`config.mk`:
```
export PLATFORM = sky130hd
export DESIGN_NAME = external_interrupt_edge_controller_unit
export DESIGN_NICKNAME = d
export VERILOG_FILES = /design/src/rtl/eiec_pkg.sv /design/src/rtl/eiec_level_gather.sv /design/src/rtl/external_interrupt_edge_controller_unit.sv
export SDC_FILE = /design/constraint.sdc
export NUM_CORES = 1
export LEC_CHECK = 0
export ABC_AREA = 1
export BUFFER_PORTS_ARGS = -buffer_cell sky130_fd_sc_hd__buf_4
export CAP_MARGIN = 15
export CORE_MARGIN = 5
export CORE_UTILIZATION = 35
export CTS_BUF_LIST = sky130_fd_sc_hd__clkbuf_8
export DETAILED_ROUTE_END_ITERATION = 6
export PLACE_DENSITY = 0.56
export SLEW_MARGIN = 20
export SYNTH_ARGS = -nofsm -noshare
export SYNTH_HDL_FRONTEND = slang
export SYNTH_SLANG_ARGS = --single-unit
```
`constraint.sdc`:
```
create_clock -name clk -period 7.2 [get_ports clk]
set_clock_uncertainty 0.1 [all_clocks]
set_input_delay 1.44 -clock clk [delete_from_list [all_inputs] [get_ports clk]]
set_output_delay 1.44 -clock clk [all_outputs]
set_load 0.005 [all_outputs]
```
`src/rtl/eiec_pkg.sv`:
```
// ----------------------------------------------------------------------------
// eiec_pkg
// Shared types and constants of the external interrupt edge controller.
// ----------------------------------------------------------------------------
package eiec_pkg;

    // command codes of an input word
    typedef enum logic [1:0] {
        CMD_SAMPLE = 2'd0,
        CMD_CLEAR  = 2'd1,
        CMD_SWTRIG = 2'd2,
        CMD_NONE   = 2'd3
    } cmd_t;

    // configuration register indexes
    typedef enum logic [1:0] {
        CFG_PORT_SEL = 2'd0,
        CFG_IRQ_MASK = 2'd1,
        CFG_RISE_EN  = 2'd2,
        CFG_FALL_EN  = 2'd3
    } cfg_idx_t;

    localparam int LINE_W      = 16;  // line vector width
    localparam int NIBBLE_BITS = 4;   // port select bits per line
    localparam int PORT_W      = 16;  // pins per port
    localparam int PINS_W      = 64;  // one pin word holds four ports
    localparam int SEL_W       = 64;  // port select register width
    localparam int CFG_W       = 64;  // config data width
    localparam int IRQ_W       = 7;   // request vector width
    localparam int PORT_LIMIT  = 8;   // ports carried by the two pin words

    typedef logic [LINE_W-1:0] line_vec_t;

endpackage

```
`src/rtl/eiec_level_gather.sv`:
```
// ----------------------------------------------------------------------------
// eiec_level_gather
// Per-line port mux: picks each line's pin from the port named by its nibble.
// ----------------------------------------------------------------------------
module eiec_level_gather #(
    parameter int NUM_LINES = 16,
    parameter int NUM_PORTS = 8
) (
    input  logic [eiec_pkg::SEL_W-1:0]  port_sel,
    input  logic [eiec_pkg::PINS_W-1:0] pins_low,
    input  logic [eiec_pkg::PINS_W-1:0] pins_high,
    output eiec_pkg::line_vec_t         levels
);

    for (genvar i = 0; i < eiec_pkg::LINE_W; i++) begin : g_line
        logic [eiec_pkg::NIBBLE_BITS-1:0] p;
        logic [5:0]                       sh;
        logic                             port_ok;
        logic                             pin;

        assign p       = port_sel[eiec_pkg::NIBBLE_BITS*i +: eiec_pkg::NIBBLE_BITS];
        assign sh      = {p[1:0], 4'(i)};
        assign port_ok = ({1'b0, p} < 5'(NUM_PORTS)) && ({1'b0, p} < 5'(eiec_pkg::PORT_LIMIT));
        assign pin     = p[2] ? pins_high[sh] : pins_low[sh];

        if (i < NUM_LINES) begin : g_used
            assign levels[i] = port_ok & pin;
        end
        else begin : g_unused
            assign levels[i] = 1'b0;
        end
    end

endmodule

```
`src/rtl/external_interrupt_edge_controller_unit.sv`:
```
// ----------------------------------------------------------------------------
// external_interrupt_edge_controller_unit
// Sixteen-line external interrupt controller with edge detect and soft trigger.
// ----------------------------------------------------------------------------
// Usage:
//   Input words (in_valid/in_ready) carry a command, two 64-bit pin words
//   (ports 0-3 and 4-7) and a line mask. Command sample compares the selected
//   pin of each line with its previous sample and sets pending on enabled
//   edges; clear drops pending and soft-trigger bits of the masked lines;
//   soft trigger sets trigger bits and, on unmasked lines not yet triggered,
//   pending. Each word yields one result word (out_valid/out_ready) with the
//   pending bits, the soft-trigger bits and seven request lines (two grouped).
//   An accepted word waits in the input register; the state and request
//   registers load from it when the output is free, then out_valid shows it.
//   Throughput: one word per cycle while the receiver takes results; the update
//   is one pass of logic from the input register into the state registers.
//   When the receiver stalls, the input register still takes one more word;
//   after that in_ready drops until the result is taken.
//   Reset clears the line state, request, config registers and both valid flags.
//   Config (cfg_wr_en/cfg_addr/cfg_wdata) is to be written by the user only while
//   no word is in flight; the block itself does not enforce it.
// ----------------------------------------------------------------------------
module external_interrupt_edge_controller_unit #(
    parameter int NUM_LINES = 16,
    parameter int NUM_PORTS = 8
) (
    input  logic                          clk,
    input  logic                          rst_n,

    input  logic                          cfg_wr_en,
    input  logic [1:0]                    cfg_addr,
    input  logic [eiec_pkg::CFG_W-1:0]    cfg_wdata,

    input  logic                          in_valid,
    output logic                          in_ready,
    input  logic [1:0]                    command,
    input  logic [eiec_pkg::PINS_W-1:0]   pin_levels_low,
    input  logic [eiec_pkg::PINS_W-1:0]   pin_levels_high,
    input  logic [eiec_pkg::LINE_W-1:0]   line_mask,

    output logic                          out_valid,
    input  logic                          out_ready,
    output logic [eiec_pkg::LINE_W-1:0]   pending_flags,
    output logic [eiec_pkg::LINE_W-1:0]   soft_trigger_flags,
    output logic [eiec_pkg::IRQ_W-1:0]    irq_requests
);

    localparam eiec_pkg::line_vec_t LINES_ALL =
        eiec_pkg::LINE_W'((33'd1 << NUM_LINES) - 33'd1);

    // config registers
    logic [eiec_pkg::SEL_W-1:0] port_sel_reg;
    eiec_pkg::line_vec_t        irq_mask_reg;
    eiec_pkg::line_vec_t        rise_en_reg;
    eiec_pkg::line_vec_t        fall_en_reg;

    // input stage
    logic                        in_vld_reg;
    eiec_pkg::cmd_t              cmd_reg;
    logic [eiec_pkg::PINS_W-1:0] pins_lo_reg;
    logic [eiec_pkg::PINS_W-1:0] pins_hi_reg;
    eiec_pkg::line_vec_t         lmask_reg;

    // line state and result
    eiec_pkg::line_vec_t         prev_lvl_reg, prev_lvl_next;
    eiec_pkg::line_vec_t         pend_reg, pend_next;
    eiec_pkg::line_vec_t         swt_reg, swt_next;
    logic [eiec_pkg::IRQ_W-1:0]  irq_reg, irq_next;
    logic                        out_vld_reg;

    eiec_pkg::line_vec_t         cur_lvl;
    eiec_pkg::line_vec_t         lm;
    eiec_pkg::line_vec_t         req;
    logic                        advance;
    logic                        in_fire;

    assign advance  = in_vld_reg && (!out_vld_reg || out_ready);
    assign in_ready = !in_vld_reg || advance;
    assign in_fire  = in_valid && in_ready;

    always_ff @(posedge clk or negedge rst_n) begin
        if (!rst_n) begin
            port_sel_reg <= '0;
            irq_mask_reg <= '0;
            rise_en_reg  <= '0;
            fall_en_reg  <= '0;
        end
        else if (cfg_wr_en) begin
            case (eiec_pkg::cfg_idx_t'(cfg_addr))
                eiec_pkg::CFG_PORT_SEL: port_sel_reg <= cfg_wdata;
                eiec_pkg::CFG_IRQ_MASK: irq_mask_reg <= cfg_wdata[eiec_pkg::LINE_W-1:0];
                eiec_pkg::CFG_RISE_EN:  rise_en_reg  <= cfg_wdata[eiec_pkg::LINE_W-1:0];
                eiec_pkg::CFG_FALL_EN:  fall_en_reg  <= cfg_wdata[eiec_pkg::LINE_W-1:0];
                default: ;
            endcase
        end
    end

    always_ff @(posedge clk or negedge rst_n) begin
        if (!rst_n) begin
            in_vld_reg <= 1'b0;
        end
        else if (in_ready) begin
            in_vld_reg <= in_valid;
        end
    end

    always_ff @(posedge clk) begin
        if (in_fire) begin
            cmd_reg     <= eiec_pkg::cmd_t'(command);
            pins_lo_reg <= pin_levels_low;
            pins_hi_reg <= pin_levels_high;
            lmask_reg   <= line_mask;
        end
    end

    eiec_level_gather #(
        .NUM_LINES (NUM_LINES),
        .NUM_PORTS (NUM_PORTS)
    ) u_gather (
        .port_sel  (port_sel_reg),
        .pins_low  (pins_lo_reg),
        .pins_high (pins_hi_reg),
        .levels    (cur_lvl)
    );

    assign lm = lmask_reg & LINES_ALL;

    always_comb begin
        prev_lvl_next = prev_lvl_reg;
        pend_next     = pend_reg;
        swt_next      = swt_reg;
        case (cmd_reg)
            eiec_pkg::CMD_SAMPLE: begin
                pend_next = (pend_reg
                             | (cur_lvl & ~prev_lvl_reg & rise_en_reg)
                             | (~cur_lvl & prev_lvl_reg & fall_en_reg)) & LINES_ALL;
                prev_lvl_next = cur_lvl;
            end
            eiec_pkg::CMD_CLEAR: begin
                pend_next = pend_reg & ~lm;
                swt_next  = swt_reg & ~lm;
            end
            eiec_pkg::CMD_SWTRIG: begin
                // pending only on lines whose trigger bit was still clear
                pend_next = (pend_reg | (lm & ~swt_reg & irq_mask_reg)) & LINES_ALL;
                swt_next  = (swt_reg | lm) & LINES_ALL;
            end
            default: ;
        endcase
        req      = pend_next & irq_mask_reg & LINES_ALL;
        irq_next = {|req[15:10], |req[9:5], req[4:0]};
    end

    always_ff @(posedge clk or negedge rst_n) begin
        if (!rst_n) begin
            prev_lvl_reg <= '0;
            pend_reg     <= '0;
            swt_reg      <= '0;
            irq_reg      <= '0;
            out_vld_reg  <= 1'b0;
        end
        else begin
            if (advance) begin
                prev_lvl_reg <= prev_lvl_next;
                pend_reg     <= pend_next;
                swt_reg      <= swt_next;
                irq_reg      <= irq_next;
            end
            if (advance) begin
                out_vld_reg <= 1'b1;
            end
            else if (out_ready) begin
                out_vld_reg <= 1'b0;
            end
        end
    end

    // state only moves when the result word is loaded, so it is the result
    assign out_valid          = out_vld_reg;
    assign pending_flags      = pend_reg;
    assign soft_trigger_flags = swt_reg;
    assign irq_requests       = irq_reg;

endmodule

```
# Word level (Yosys, flattened, before mapping)
# Index checks and enable logic that the tools add are counted.
[op_classes]
n_lt_le_gt_ge = 32
n_eq_ne = 5
muxes = 84
n_bitwise = 33
n_reduce_logical = 18
[ops]
columns = ["operator", "n"]
rows = [
  ["16-bit AND", 9],
  ["6-bit by 7-bit < comparator with 1-bit output, second input constant", 16],
  ["1-bit binary-select mux with 2-bit select", 32],
  ["4-bit < comparator, second input constant", 16],
  ["16-bit inverter", 4],
  ["16-bit OR", 4],
  ["1-bit 2-to-1 mux", 50],
  ["16-bit one-hot mux with 3 select lines", 1],
  ["16-bit one-hot mux with 2 select lines", 1],
  ["1-bit AND", 16],
  ["2-bit AND reduction", 6],
  ["2-bit == test, second input constant", 3],
  ["6-bit OR reduction", 1],
  ["5-bit OR reduction", 1],
  ["2-bit by 1-bit == test with 1-bit output, second input constant", 2],
  ["2-bit zero test", 2],
  ["2-bit nonzero test", 2],
  ["1-bit logical AND", 2],
  ["1-bit zero test", 2],
  ["1-bit logical OR", 2],
]
[totals]
regBits = 315
inputBits = 217
out_inout_bits = 41

# Longest topological paths before layout
# Gate-level depths: netlist (run 1).
[logic_depth]
word_depth = 11
ltp_mapped = 14

# Cells and area by module
# Synthesis (run 1) repeated with hierarchy kept, for this count alone.
[hier_totals]
cells_unflattened = 1380
area_unflattened_um2 = 13558.0
[modules_own_cells]
columns = ["mod", "n_inst", "cells_per_inst", "area_per_inst_um2"]
rows = [
  ["external_interrupt_edge_controller_unit", 1, 932, 11776.3],
  ["eiec_level_gather", 1, 448, 1781.7],
]

# Worst setup path before layout (run 1)
# OpenSTA, ideal clock, no wires.
[synth_path]
kind = "input-to-reg"
start = "in out_ready"
end = "reg cmd_reg[0] (enable)"
setup_ns = 0.499
arrival_ns = 4.497
required_time_ns = 6.601
path_slack_ns = 2.104
stages = 4
path_cell_list = "inv_1 nand3_1 nand2_1 inv_1"
[synth_between]
elab_chain_cells = 4
[synth_rtl]
columns = ["element", "line", "rtl"]
rows = [
  ["from (decl)", "external_interrupt_edge_controller_unit.sv:42", "input logic out_ready,"],
  ["1-bit logical OR", "external_interrupt_edge_controller_unit.sv:77", "assign advance = in_vld_reg && (!out_vld_reg || out_ready);"],
  ["1-bit logical AND", "external_interrupt_edge_controller_unit.sv:77", ""],
  ["1-bit logical OR", "external_interrupt_edge_controller_unit.sv:78", "assign in_ready = !in_vld_reg || advance;"],
  ["named net in_ready", "external_interrupt_edge_controller_unit.sv:35", "output logic in_ready,"],
  ["1-bit logical AND", "external_interrupt_edge_controller_unit.sv:79", "assign in_fire = in_valid && in_ready;"],
  ["named net in_fire", "external_interrupt_edge_controller_unit.sv:75", "logic in_fire;"],
  ["to (signal assigned)", "external_interrupt_edge_controller_unit.sv:110", "cmd_reg <= eiec_pkg::cmd_t'(command);"],
  ["to (decl)", "external_interrupt_edge_controller_unit.sv:59", "eiec_pkg::cmd_t cmd_reg;"],
]
# The timed path passes the listed nets, and every way through them passes these cells.
# A chain may end at the register's enable or synchronous reset.

# Final worst setup path (run 1)
[layout_path]
start = "in out_ready"
end = "reg prev_lvl_reg[12]"
[layout_between]
elab_chain_cells = 3
[layout_rtl]
columns = ["element", "line", "rtl"]
rows = [
  ["1-bit logical OR", "external_interrupt_edge_controller_unit.sv:77", ""],
  ["1-bit logical AND", "external_interrupt_edge_controller_unit.sv:77", ""],
  ["2-bit AND reduction (no line)", "--", ""],
  ["to (signal assigned)", "external_interrupt_edge_controller_unit.sv:165", "prev_lvl_reg <= prev_lvl_next;"],
  ["to (decl)", "external_interrupt_edge_controller_unit.sv:65", "eiec_pkg::line_vec_t prev_lvl_reg, prev_lvl_next;"],
]
# Every way passes these cells.

==> flow_metrics.py, run 1 <==
metrics = {
    "flow_run": {
        "drv_cap": 0,
    },
    "floorplanning": {
        "rows": 70,
        "start_util_pct": 35.6,
        "fp.coreArea_um2": 36700,
        "die_y_um": 203,
        "pin_count": 258,
        "die-area_um2": 41300,
        "fp.dieW_um": 203,
    },
    "synthesis": {
        "syn_inst": 1333,
        "synth_area_leader_cell": "edfxtp_1",
        "syn_nets": 1554,
        "synth_edf_count": 146,
        "async_flop_share_pct": 53.7,
        "synth-warning-count": 0,
        "seq_area_frac_synth_pct": 65.9,
        "netlist_area_um2": 13100,
        "synth_seq_cells": 315,
        "synthTopCellsByArea": "edfxtp_1 (34%), dfrtp_1 (32%), nand2_1 (8.9%)",
        "syn_avg_cell_area_um2": 9.80,
        "synth_ff_type": "dfrtp_1",
        "synth_cell_type_count": 24,
        "yosys.area.top_type_share_pct": 33.6,
    },
    "finish": {
        "nFillCells": 3568,
        "design_area_um2": 16500,
        "final_nets": 1833,
        "syn2layout_area_growth_pct": 26.5,
        "stdcell_count": 2125,
        "drive_gt1_share_pct": 21.8,
    },
    "drt": {
        "wl_met3_um": 2300,
        "maxUsedRoutingLayer": "met5",
        "dr_total_vias": 9953,
        "post_drt_wl_per_cell_um": 16.5,
        "first_pass_iters": 5,
        "dr_wl_met2_um": 15900,
        "route.layer.met1.wl_um": 16000,
        "avgViaCountPerCell": 4.68,
        "drt_iter0_drc": 511,
        "drc_errors": 0,
        "drtAntennaViolNets": 0,
        "wl_um": 35000,
    },
    "timing": {
        "hold_viol_final": 0,
        "rsz0062_at_grt": "no",
        "fin_crit_sh_pct": 48.5,
        "fmax_mhz": 286,
        "slew_headroom_pct": 38.7,
        "setup_violations": 0,
        "maxSlewViolCount": 0,
        "finalCriticalPeriod_ns": 3.49,
        "tns_ns": 0,
        "max_slew.worst_pin.slew_ns": 0.918,
    },
    "clock_tree": {
        "cts.clk_slew.worst_paths_ns": 0.06,
        "cts_setup_buffers": 0,
        "clockBufferDepth": 3,
        "cts.sinks": 315,
        "cts_hold_buf": 0,
        "cts-resized-gates": 0,
        "h-tree-depth": 2,
        "cts_buffers": 55,
        "cts_root_buf": "clkbuf_8",
        "clock_latency_ns": 0.61,
        "cts_tree": "yes",
    },
    "critical_path": {
        "cp.arrival_ns": 3.91,
        "reg2reg_from": "out_valid",
        "end_kind": "register",
        "worstSetupStartpoint": "out_ready",
        "start_kind": "input pin",
        "critical_path.max_fanout": 32,
        "worstSetupPathType": "input pin to register",
        "required_ns": 7.61,
    },
    "placement": {
        "dp.final_hpwl_um": 25000,
        "placedCellCount": 2023,
        "placed_area_um2": 15500,
        "numPortBuffers": 257,
        "gp_congestion": 0.817,
    },
    "pwr": {
        "switching_share_pct": 29.7,
        "p_sw_uw": 1420,
        "leakage_uw": 0.00783,
        "p_seq_share_pct": 49.6,
        "cellPowerDensity_nw_per_um2": 288,
        "clock_power_share_pct": 31.9,
        "ir_drop_uv": 133,
        "comb_power_share_pct": 18.5,
        "p_int_uw": 3350,
    },
    "grt": {
        "grt_pass1_wl_um": 54900,
        "grt_pass1_vias": 10105,
        "antenna_found_initial": 5,
        "grt_max_degree": 84,
        "grtUsageTotal_pct": 16.8,
        "gr-total-overflow": 0,
    },
    "worst_hold_path": {
        "hp-start": "rise_en_reg[14]",
        "hp-class": "register to register",
    },
    "status": {
        "outcome": "completed",
    },
}
==> layout by cell type, fill, tap and decap left out <==
cell type / netlist / final
nand3_2: 1 / 4
inv_6: 0 / 2
clkinvlp_4: 0 / 1
dfrtp_1: 169 / 169
o21ai_1: 39 / 39
mux2_2: 8 / 8
nor2_2: 0 / 1
nand3b_2: 1 / 1
clkbuf_8: 0 / 64
edfxtp_1: 146 / 146
clkinv_1: 0 / 6
o31ai_1: 1 / 1
or2_0: 1 / 1
nand3_4: 0 / 1
o21ai_0: 127 / 127
clkinv_2: 0 / 5
a21oi_1: 66 / 66
inv_2: 12 / 12
o211ai_1: 10 / 10
nor2_4: 1 / 1
buf_4: 1 / 260
ha_2: 0 / 1
nor2_1: 126 / 125
nand3_1: 107 / 103
nand4_1: 11 / 11
diode_2: 0 / 1
nand2_1: 309 / 309
nand3b_1: 3 / 3
ha_1: 4 / 3
inv_1: 152 / 176
==> worst paths after layout <==
kind | to | slack (ns) | depth (start not counted)
max in group asynchronous | rise_en_reg[2] | 5.08 | 2
setup reg to reg | prev_lvl_reg[12] | 4.23 | 5
hold reg to reg | rise_en_reg[14] | 0.38 | 2
hold / removal | rise_en_reg[14] | 0.38 | 2
min in group asynchronous | port_sel_reg[36] | 0.79 | 1
setup / recovery | prev_lvl_reg[12] | 3.71 | 7
==> layout make-up <==
cell class / count / area (um^2) / area share [%]
Clock buffer: 63 / 867 / 5.25
Clock inverter: 38 / 158 / 0.954
Sequential cell: 315 / 8610 / 52.1
Inverter: 164 / 621 / 3.76
Multi-Input combinational cell: 815 / 3710 / 22.5
Tap cell: 468 / 586 / 3.54
Timing Repair Buffer: 261 / 1970 / 11.9
Antenna cell: 1 / 2.50 / 0.0151
==> stage by stage <==
stage | total power (uW) | utilization [%] | hold slack, ns | setup slack, ns
6_report | 4760 | 45.0 | 0.383 | 3.71
5_1_grt | 5080 | 45.0 | 0.408 | 3.31
4_1_cts | 4850 | 45.0 | 0.387 | 3.70
3_5_place_dp | 3290 | 42.2 | 0.372 | 3.02
3_3_place_gp | 3260 | 42.2 | 0.367 | 3.15
2_1_floorplan | 2850 | - | 0.353 | 2.10
==> cell usage after synthesis, types with 2 or more instances <==
| cell type | instances |
|---|---|
| mux2_2 | 8 |
| o211ai_1 | 10 |
| clkbuf_1 | 32 |
| inv_2 | 12 |
| edfxtp_1 | 146 |
| nand4_1 | 11 |
| nor2_1 | 126 |
| o21ai_1 | 39 |
| ha_1 | 4 |
| a21oi_1 | 66 |
| inv_1 | 152 |
| buf_1 | 4 |
| nand3_1 | 107 |
| nand3b_1 | 3 |
| o21ai_0 | 127 |
| nand2_1 | 309 |
| buf_2 | 2 |
| dfrtp_1 | 169 |
==> power groups by stage <==
| stage | Sequential (uW) | Combinational (uW) | Clock [uW] |
|---|---|---|---|
| 6_report | 2360 | 882 | 1520 |
| 5_1_grt | 2400 | 1020 | 1670 |
| 4_1_cts | 2360 | 899 | 1590 |
| 3_5_place_dp | 2390 | 895 | 0 |
| 3_3_place_gp | 2390 | 872 | 0 |
| 2_1_floorplan | 2350 | 502 | 0 |
==> routing by layer <==
metal | vias to the layer above | track usage [%]
met5 | - | 0
met4 | 8 | 5.56
met3 | 62 | 4.39
met2 | 263 | 26.3
met1 | 4651 | 23.0
li1 | 4969 | -
==> worst max-delay path, cell delays in order <==
cell and delay [ns]:
buf_4 0.08, inv_1 0.04, nand2_1 0.07, nand2_1 0.30
inv_1 0.78, nand2_1 0.80, o21ai_0 0.37
==> kinds of logic after synthesis <==
kind of cell / share of synthesized area (%)
compound gates: 9.52
mux: 0.690
buf+inv: 5.88
flops: 65.9
fa+ha+maj: 0.383
simple gates: 17.6
No activity file was read; power rests on OpenSTA's default activity.
==> inputs of run 2 (changes only) <==
==> constraint.sdc (replaced) <==
create_clock -name clk -period 3.56 [get_ports clk]
set_clock_uncertainty 0.1 [all_clocks]
set_input_delay 0.712 -clock clk [delete_from_list [all_inputs] [get_ports clk]]
set_output_delay 0.712 -clock clk [all_outputs]
set_load 0.005 [all_outputs]
==> run 2 against run 1 <==
Non-clock buffer count up 11. Flip-flop and latch count stayed put. Via count up 0.12%. Combinational power up 100%. Design area grew 1.0%. Die area stayed put. Largest power group unchanged.
==> flow_metrics.py, run 2 (synthesis gave the netlist of run 1 again) <==
metrics = {
    "floorplanning": {
        "die_y_um": 203,
        "die-area_um2": 41300,
        "start_util_pct": 35.6,
        "fp.coreArea_um2": 36700,
        "pin_count": 258,
        "rows": 70,
        "fp.dieW_um": 203,
    },
    "timing": {
        "maxSlewViolCount": 0,
        "fmax_mhz": 419,
        "fin_ws_ns": 1.17,
        "finalCriticalPeriod_ns": 2.39,
        "setup_violations": 0,
        "hold_viol_final": 0,
        "slew_headroom_pct": 36.2,
        "rsz0062_at_grt": "no",
        "fin_crit_sh_pct": 67.0,
        "tns_ns": 0,
        "max_slew.worst_pin.slew_ns": 0.956,
    },
    "drt": {
        "drc_errors": 0,
        "post_drt_wl_per_cell_um": 16.5,
        "drtAntennaViolNets": 0,
        "drt_iter0_drc": 482,
        "wl_um": 35300,
        "avgViaCountPerCell": 4.66,
        "dr_total_vias": 9965,
        "first_pass_iters": 5,
    },
    "pwr": {
        "ir_drop_uv": 289,
        "leakage_uw": 0.00792,
        "cellPowerDensity_nw_per_um2": 585,
        "power.total_uw": 9770,
    },
    "critical_path": {
        "reg2reg_from": "cmd_reg[0]",
        "cp.arrival_ns": 2.78,
        "worstSetupPathType": "register to register",
        "setup.worst_path.end": "irq_requests[6]",
        "r2r_slack_ns": 1.17,
        "start_kind": "register",
        "worstSetupStartpoint": "cmd_reg[0]",
        "required_ns": 3.96,
        "critical_path.max_fanout": 32,
        "end_kind": "register",
        "r2r-end": "irq_requests[6]",
        "rr_worst_depth": 10,
    },
    "finish": {
        "final_common_cell": "nand2_1",
        "fin_util_pct": 45.5,
        "final_cell_mix": "nand2_1 (308), buf_4 (267), inv_1 (179)",
        "design_area_um2": 16700,
        "drive_gt1_share_pct": 22.0,
        "syn2layout_area_growth_pct": 27.8,
        "nFillCells": 3542,
        "num_antenna_cells": 0,
        "final_nets": 1845,
        "ff_latch_area_um2": 8610,
        "multi_input_area_um2": 3710,
    },
    "worst_hold_path": {
        "hp-class": "input pin to register",
    },
    "grt": {
        "grt_pass1_wl_um": 55200,
        "grtUsageTotal_pct": 17.0,
        "antenna_found_initial": 4,
        "grt_pass1_vias": 10099,
        "grt_max_degree": 147,
        "gr-total-overflow": 0,
    },
    "clock_tree": {
        "cts_hold_buf": 1,
        "cts.sinks": 315,
        "clockBufferDepth": 3,
        "cts_tree": "yes",
        "clock_latency_ns": 0.61,
        "cts_setup_buffers": 0,
        "cts-resized-gates": 0,
        "cts_root_buf": "clkbuf_8",
        "h-tree-depth": 2,
        "cts_buffers": 56,
        "cts.clk_slew.worst_paths_ns": 0.06,
    },
    "status": {
        "outcome": "completed",
    },
    "placement": {
        "placed_area_um2": 15600,
        "dp.final_hpwl_um": 25200,
        "gp_congestion": 0.848,
        "numPortBuffers": 257,
        "dp_slack_ns": 1.17,
    },
    "flow_run": {
        "drv_cap": 0,
    },
}
[run 2: how the worst min path moves through the flow]
stage,startpoint,end,slack (ns),depth (start not counted)
floorplan,rst_n,asynchronous set/reset pin,0.32,0
global placement,fall_en_reg[12],fall_en_reg[12],0.37,2
detailed placement,rise_en_reg[11],rise_en_reg[11],0.37,2
CTS,pin_levels_high[55],pins_hi_reg[55],0.10,1
global route,pin_levels_high[28],pins_hi_reg[28],0.12,1
finish,line_mask[12],lm[12],0.17,1
[run 2: through the flow]
step	hold slack [ns]	std cells
after global placement	0.367	2033
final	0.172	2137
after CTS	0.103	2137
after detailed placement	0.374	2033
after floorplan	0.316	1333
after global routing	0.115	2137
[run 2: power breakdown]
part           switching (uW)  internal (uW)  leakage [uW]
combinational            1010            791       0.00380
sequential                398           4390       0.00348
clock                    1470           1710      0.000653
[run 2: routing by layer]
metal | GRT usage, % | up-vias | share of wire [%]
met5 | 0 | - | 0.14
met4 | 5.69 | 8 | 2.3
met3 | 4.85 | 66 | 7.2
met2 | 25.8 | 270 | 45
met1 | 23.5 | 4631 | 46
li1 | - | 4990 | -
[run 2: final cells by class]
cell class,instances,share of cell area (%)
clock buffer,68,5.61
clock inverter,35,0.787
inverter,164,3.74
multi-input combinational,815,22.3
sequential,315,51.6
tap,468,3.51
timing repair buffer,272,12.5
[run 2: worst max-delay path: stages, from the launching register on]
cell and delay [ns]:
edfxtp_1 0.38, inv_1 0.08, ha_1 0.19, inv_1 0.69
o21ai_0 0.24, a21oi_1 0.21, nand2_1 0.09, nand3_1 0.07
nand2_1 0.06, nor2_1 0.08, a21oi_1 0.07
==> inputs of run 3 (changes only) <==
--- a/config.mk
+++ b/config.mk
@@ -12,7 +12,7 @@
 export CORE_UTILIZATION = 35
 export CTS_BUF_LIST = sky130_fd_sc_hd__clkbuf_8
 export DETAILED_ROUTE_END_ITERATION = 6
-export PLACE_DENSITY = 0.56
+export PLACE_DENSITY = 0.58
 export SLEW_MARGIN = 20
 export SYNTH_ARGS = -nofsm -noshare
 export SYNTH_HDL_FRONTEND = slang
==> constraint.sdc (replaced) <==
create_clock -name clk -period 2.1 [get_ports clk]
set_clock_uncertainty 0.1 [all_clocks]
set_input_delay 0.42 -clock clk [delete_from_list [all_inputs] [get_ports clk]]
set_output_delay 0.42 -clock clk [all_outputs]
set_load 0.005 [all_outputs]
==> run 3 against run 2 <==
Sequential power is 69% higher. Design area up 13%. Core utilization grew 6.0 points. Die area is the same. First-iteration DRC count is 40% higher. Flip-flop and latch count is the same. Total power increased by 75%. Critical path depth fell by 5. Global-route usage is 1.5 points higher. Critical path type is now input pin to output pin. Critical endpoint is now in_ready.
==> flow_metrics.py, run 3 (synthesis gave the netlist of run 1 again) <==
metrics = {
    "grt": {
        "gr-total-overflow": 0,
        "grt_pass1_wl_um": 60500,
        "grt_pass1_vias": 11252,
        "grt_max_degree": 65,
        "antenna_found_initial": 1,
        "grtUsageTotal_pct": 18.5,
    },
    "drt": {
        "drtAntennaViolNets": 0,
        "avgViaCountPerCell": 4.66,
        "post_drt_wl_per_cell_um": 16.3,
        "wl_um": 38400,
        "drc_errors": 0,
        "first_pass_iters": 5,
        "dr_total_vias": 10980,
        "drt_iter0_drc": 675,
    },
    "finish": {
        "drive_gt1_share_pct": 20.6,
        "stdcell_count": 2355,
        "final_nets": 2059,
        "nFillCells": 3317,
        "final_cell_mix": "nand2_1 (308), buf_4 (277), dlygate4sd3_1 (198)",
        "syn2layout_area_growth_pct": 44.6,
        "final_common_cell": "nand2_1",
        "multi_input_area_um2": 3710,
        "ff_latch_area_um2": 8610,
    },
    "floorplanning": {
        "fp.coreArea_um2": 36700,
        "start_util_pct": 35.6,
        "pin_count": 258,
        "die_y_um": 203,
        "die-area_um2": 41300,
        "fp.dieW_um": 203,
        "rows": 70,
    },
    "timing": {
        "max_slew.worst_pin.slew_ns": 0.453,
        "slew_headroom_pct": 69.8,
        "setup_violations": 0,
        "hold_viol_final": 0,
        "finalCriticalPeriod_ns": 1.92,
        "fmax_mhz": 521,
        "rsz0062_at_grt": "no",
        "fin_ws_ns": 0.182,
        "fin_crit_sh_pct": 91.3,
        "maxSlewViolCount": 0,
        "tns_ns": 0,
    },
    "placement": {
        "placedCellCount": 2049,
        "dp_slack_ns": 0.239,
        "numPortBuffers": 257,
        "dp.final_hpwl_um": 26100,
        "gp_congestion": 0.830,
    },
    "clock_tree": {
        "cts_root_buf": "clkbuf_8",
        "cts.clk_slew.worst_paths_ns": 0.06,
        "cts_tree": "yes",
        "clockBufferDepth": 3,
        "cts_buffers": 57,
        "clock_latency_ns": 0.64,
        "cts.sinks": 315,
        "h-tree-depth": 2,
        "cts-resized-gates": 0,
    },
    "critical_path": {
        "required_ns": 1.58,
        "start_kind": "input pin",
        "slowest_delay_ns": 0.54,
        "rr_worst_depth": 12,
        "crit_chain": "dlygate4sd3_1 -> buf_4 -> inv_12 -> nand3_4 -> buf_4",
        "reg2reg_from": "port_sel_reg[0]",
        "r2r-end": "pending_flags[0]",
        "critical_path.max_fanout": 3,
        "r2r_slack_ns": 0.24,
        "end_kind": "output pin",
        "worstSetupPathType": "input pin to output pin",
        "crit_slowest_cell": "dlygate4sd3_1",
        "cp.arrival_ns": 1.40,
        "crit_path_frequent_cell": "buf_4",
    },
    "pwr": {
        "ir_drop_uv": 431,
        "leakage_uw": 0.00885,
        "cellPowerDensity_nw_per_um2": 906,
        "power.total_uw": 17100,
    },
    "status": {
        "outcome": "completed",
    },
    "worst_hold_path": {
        "hp-start": "cfg_wdata[4]",
        "holdPathStages": 3,
        "holdPathEnd": "rise_en_reg[4]",
        "hp-class": "input pin to register",
    },
    "flow_run": {
        "drv_cap": 0,
    },
}
-- run 3: cell count changes in the layout (fill, tap and decap cells not counted), sizes merged --
cell         delta
buf            +16
clkbuf          -4
clkinvlp        +1
clkinv         +10
diode           +1
dlygate4sd3   +197
bufinv          +1
inv             -4
-- run 3: per-stage QoR --
| step | area, um^2 | hold WS, ns | util (%) |
|---|---|---|---|
| after CTS | 18900 | 0.0173 | 51.5 |
| after floorplan | 13100 | 0.0244 | - |
| after detailed placement | 15800 | 0.317 | 43.1 |
| after global placement | 15800 | 0.318 | 43.1 |
| after global routing | 18900 | 0.0168 | 51.5 |
| final | 18900 | 0.0668 | 51.5 |
-- run 3: where the power goes --
part	switching, uW	internal [uW]
registers	654	7440
clock network	2630	2910
logic	1850	1640
-- run 3: timing repair --
action                    in CTS  in global routing
buffers inserted               0                  0
hold endpoints to repair     271                  0
hold buffers                 198                  0
-- run 3: worst max path at each step --
stage | start | end | slack (ns) | cells past startpoint
2_1_floorplan | out_ready | cmd_reg[0] | -1.16 | 4
3_3_place_gp | port_sel_reg[0] | pending_flags[0] | 0.26 | 12
3_5_place_dp | port_sel_reg[0] | pending_flags[0] | 0.24 | 12
4_1_cts | out_ready | in_ready | 0.17 | 5
5_1_grt | port_sel_reg[36] | irq_requests[5] | 0.05 | 14
6_report | out_ready | in_ready | 0.18 | 5
-- run 3: layout make-up --
| cell class | count | area share, % |
|---|---|---|
| clock inverter | 43 | 1.10 |
| timing repair buffer | 485 | 22.5 |
| clock buffer | 64 | 4.66 |
| antenna | 1 | 0.0132 |
| tap | 468 | 3.10 |
| inverter | 164 | 3.34 |
| sequential | 315 | 45.6 |
| multi-input combinational | 815 | 19.7 |
-- run 3: worst max-delay path: cells and delay by family --
| kind | cells | cell delay, ns |
|---|---|---|
| buf+inv | 4 | 0.90 |
| simple gates | 1 | 0.07 |
-- run 3: layer usage --
layer  part of all wire [%]  GRT usage [%]  vias up  wire [um]
met5                      0              0        -          0
met4                    2.5           5.85        0        977
met3                    6.4           4.44       66       2470
met2                     47           30.2      325      18100
met1                     44           24.4     5155      16900
li1                       -              -     5434          -
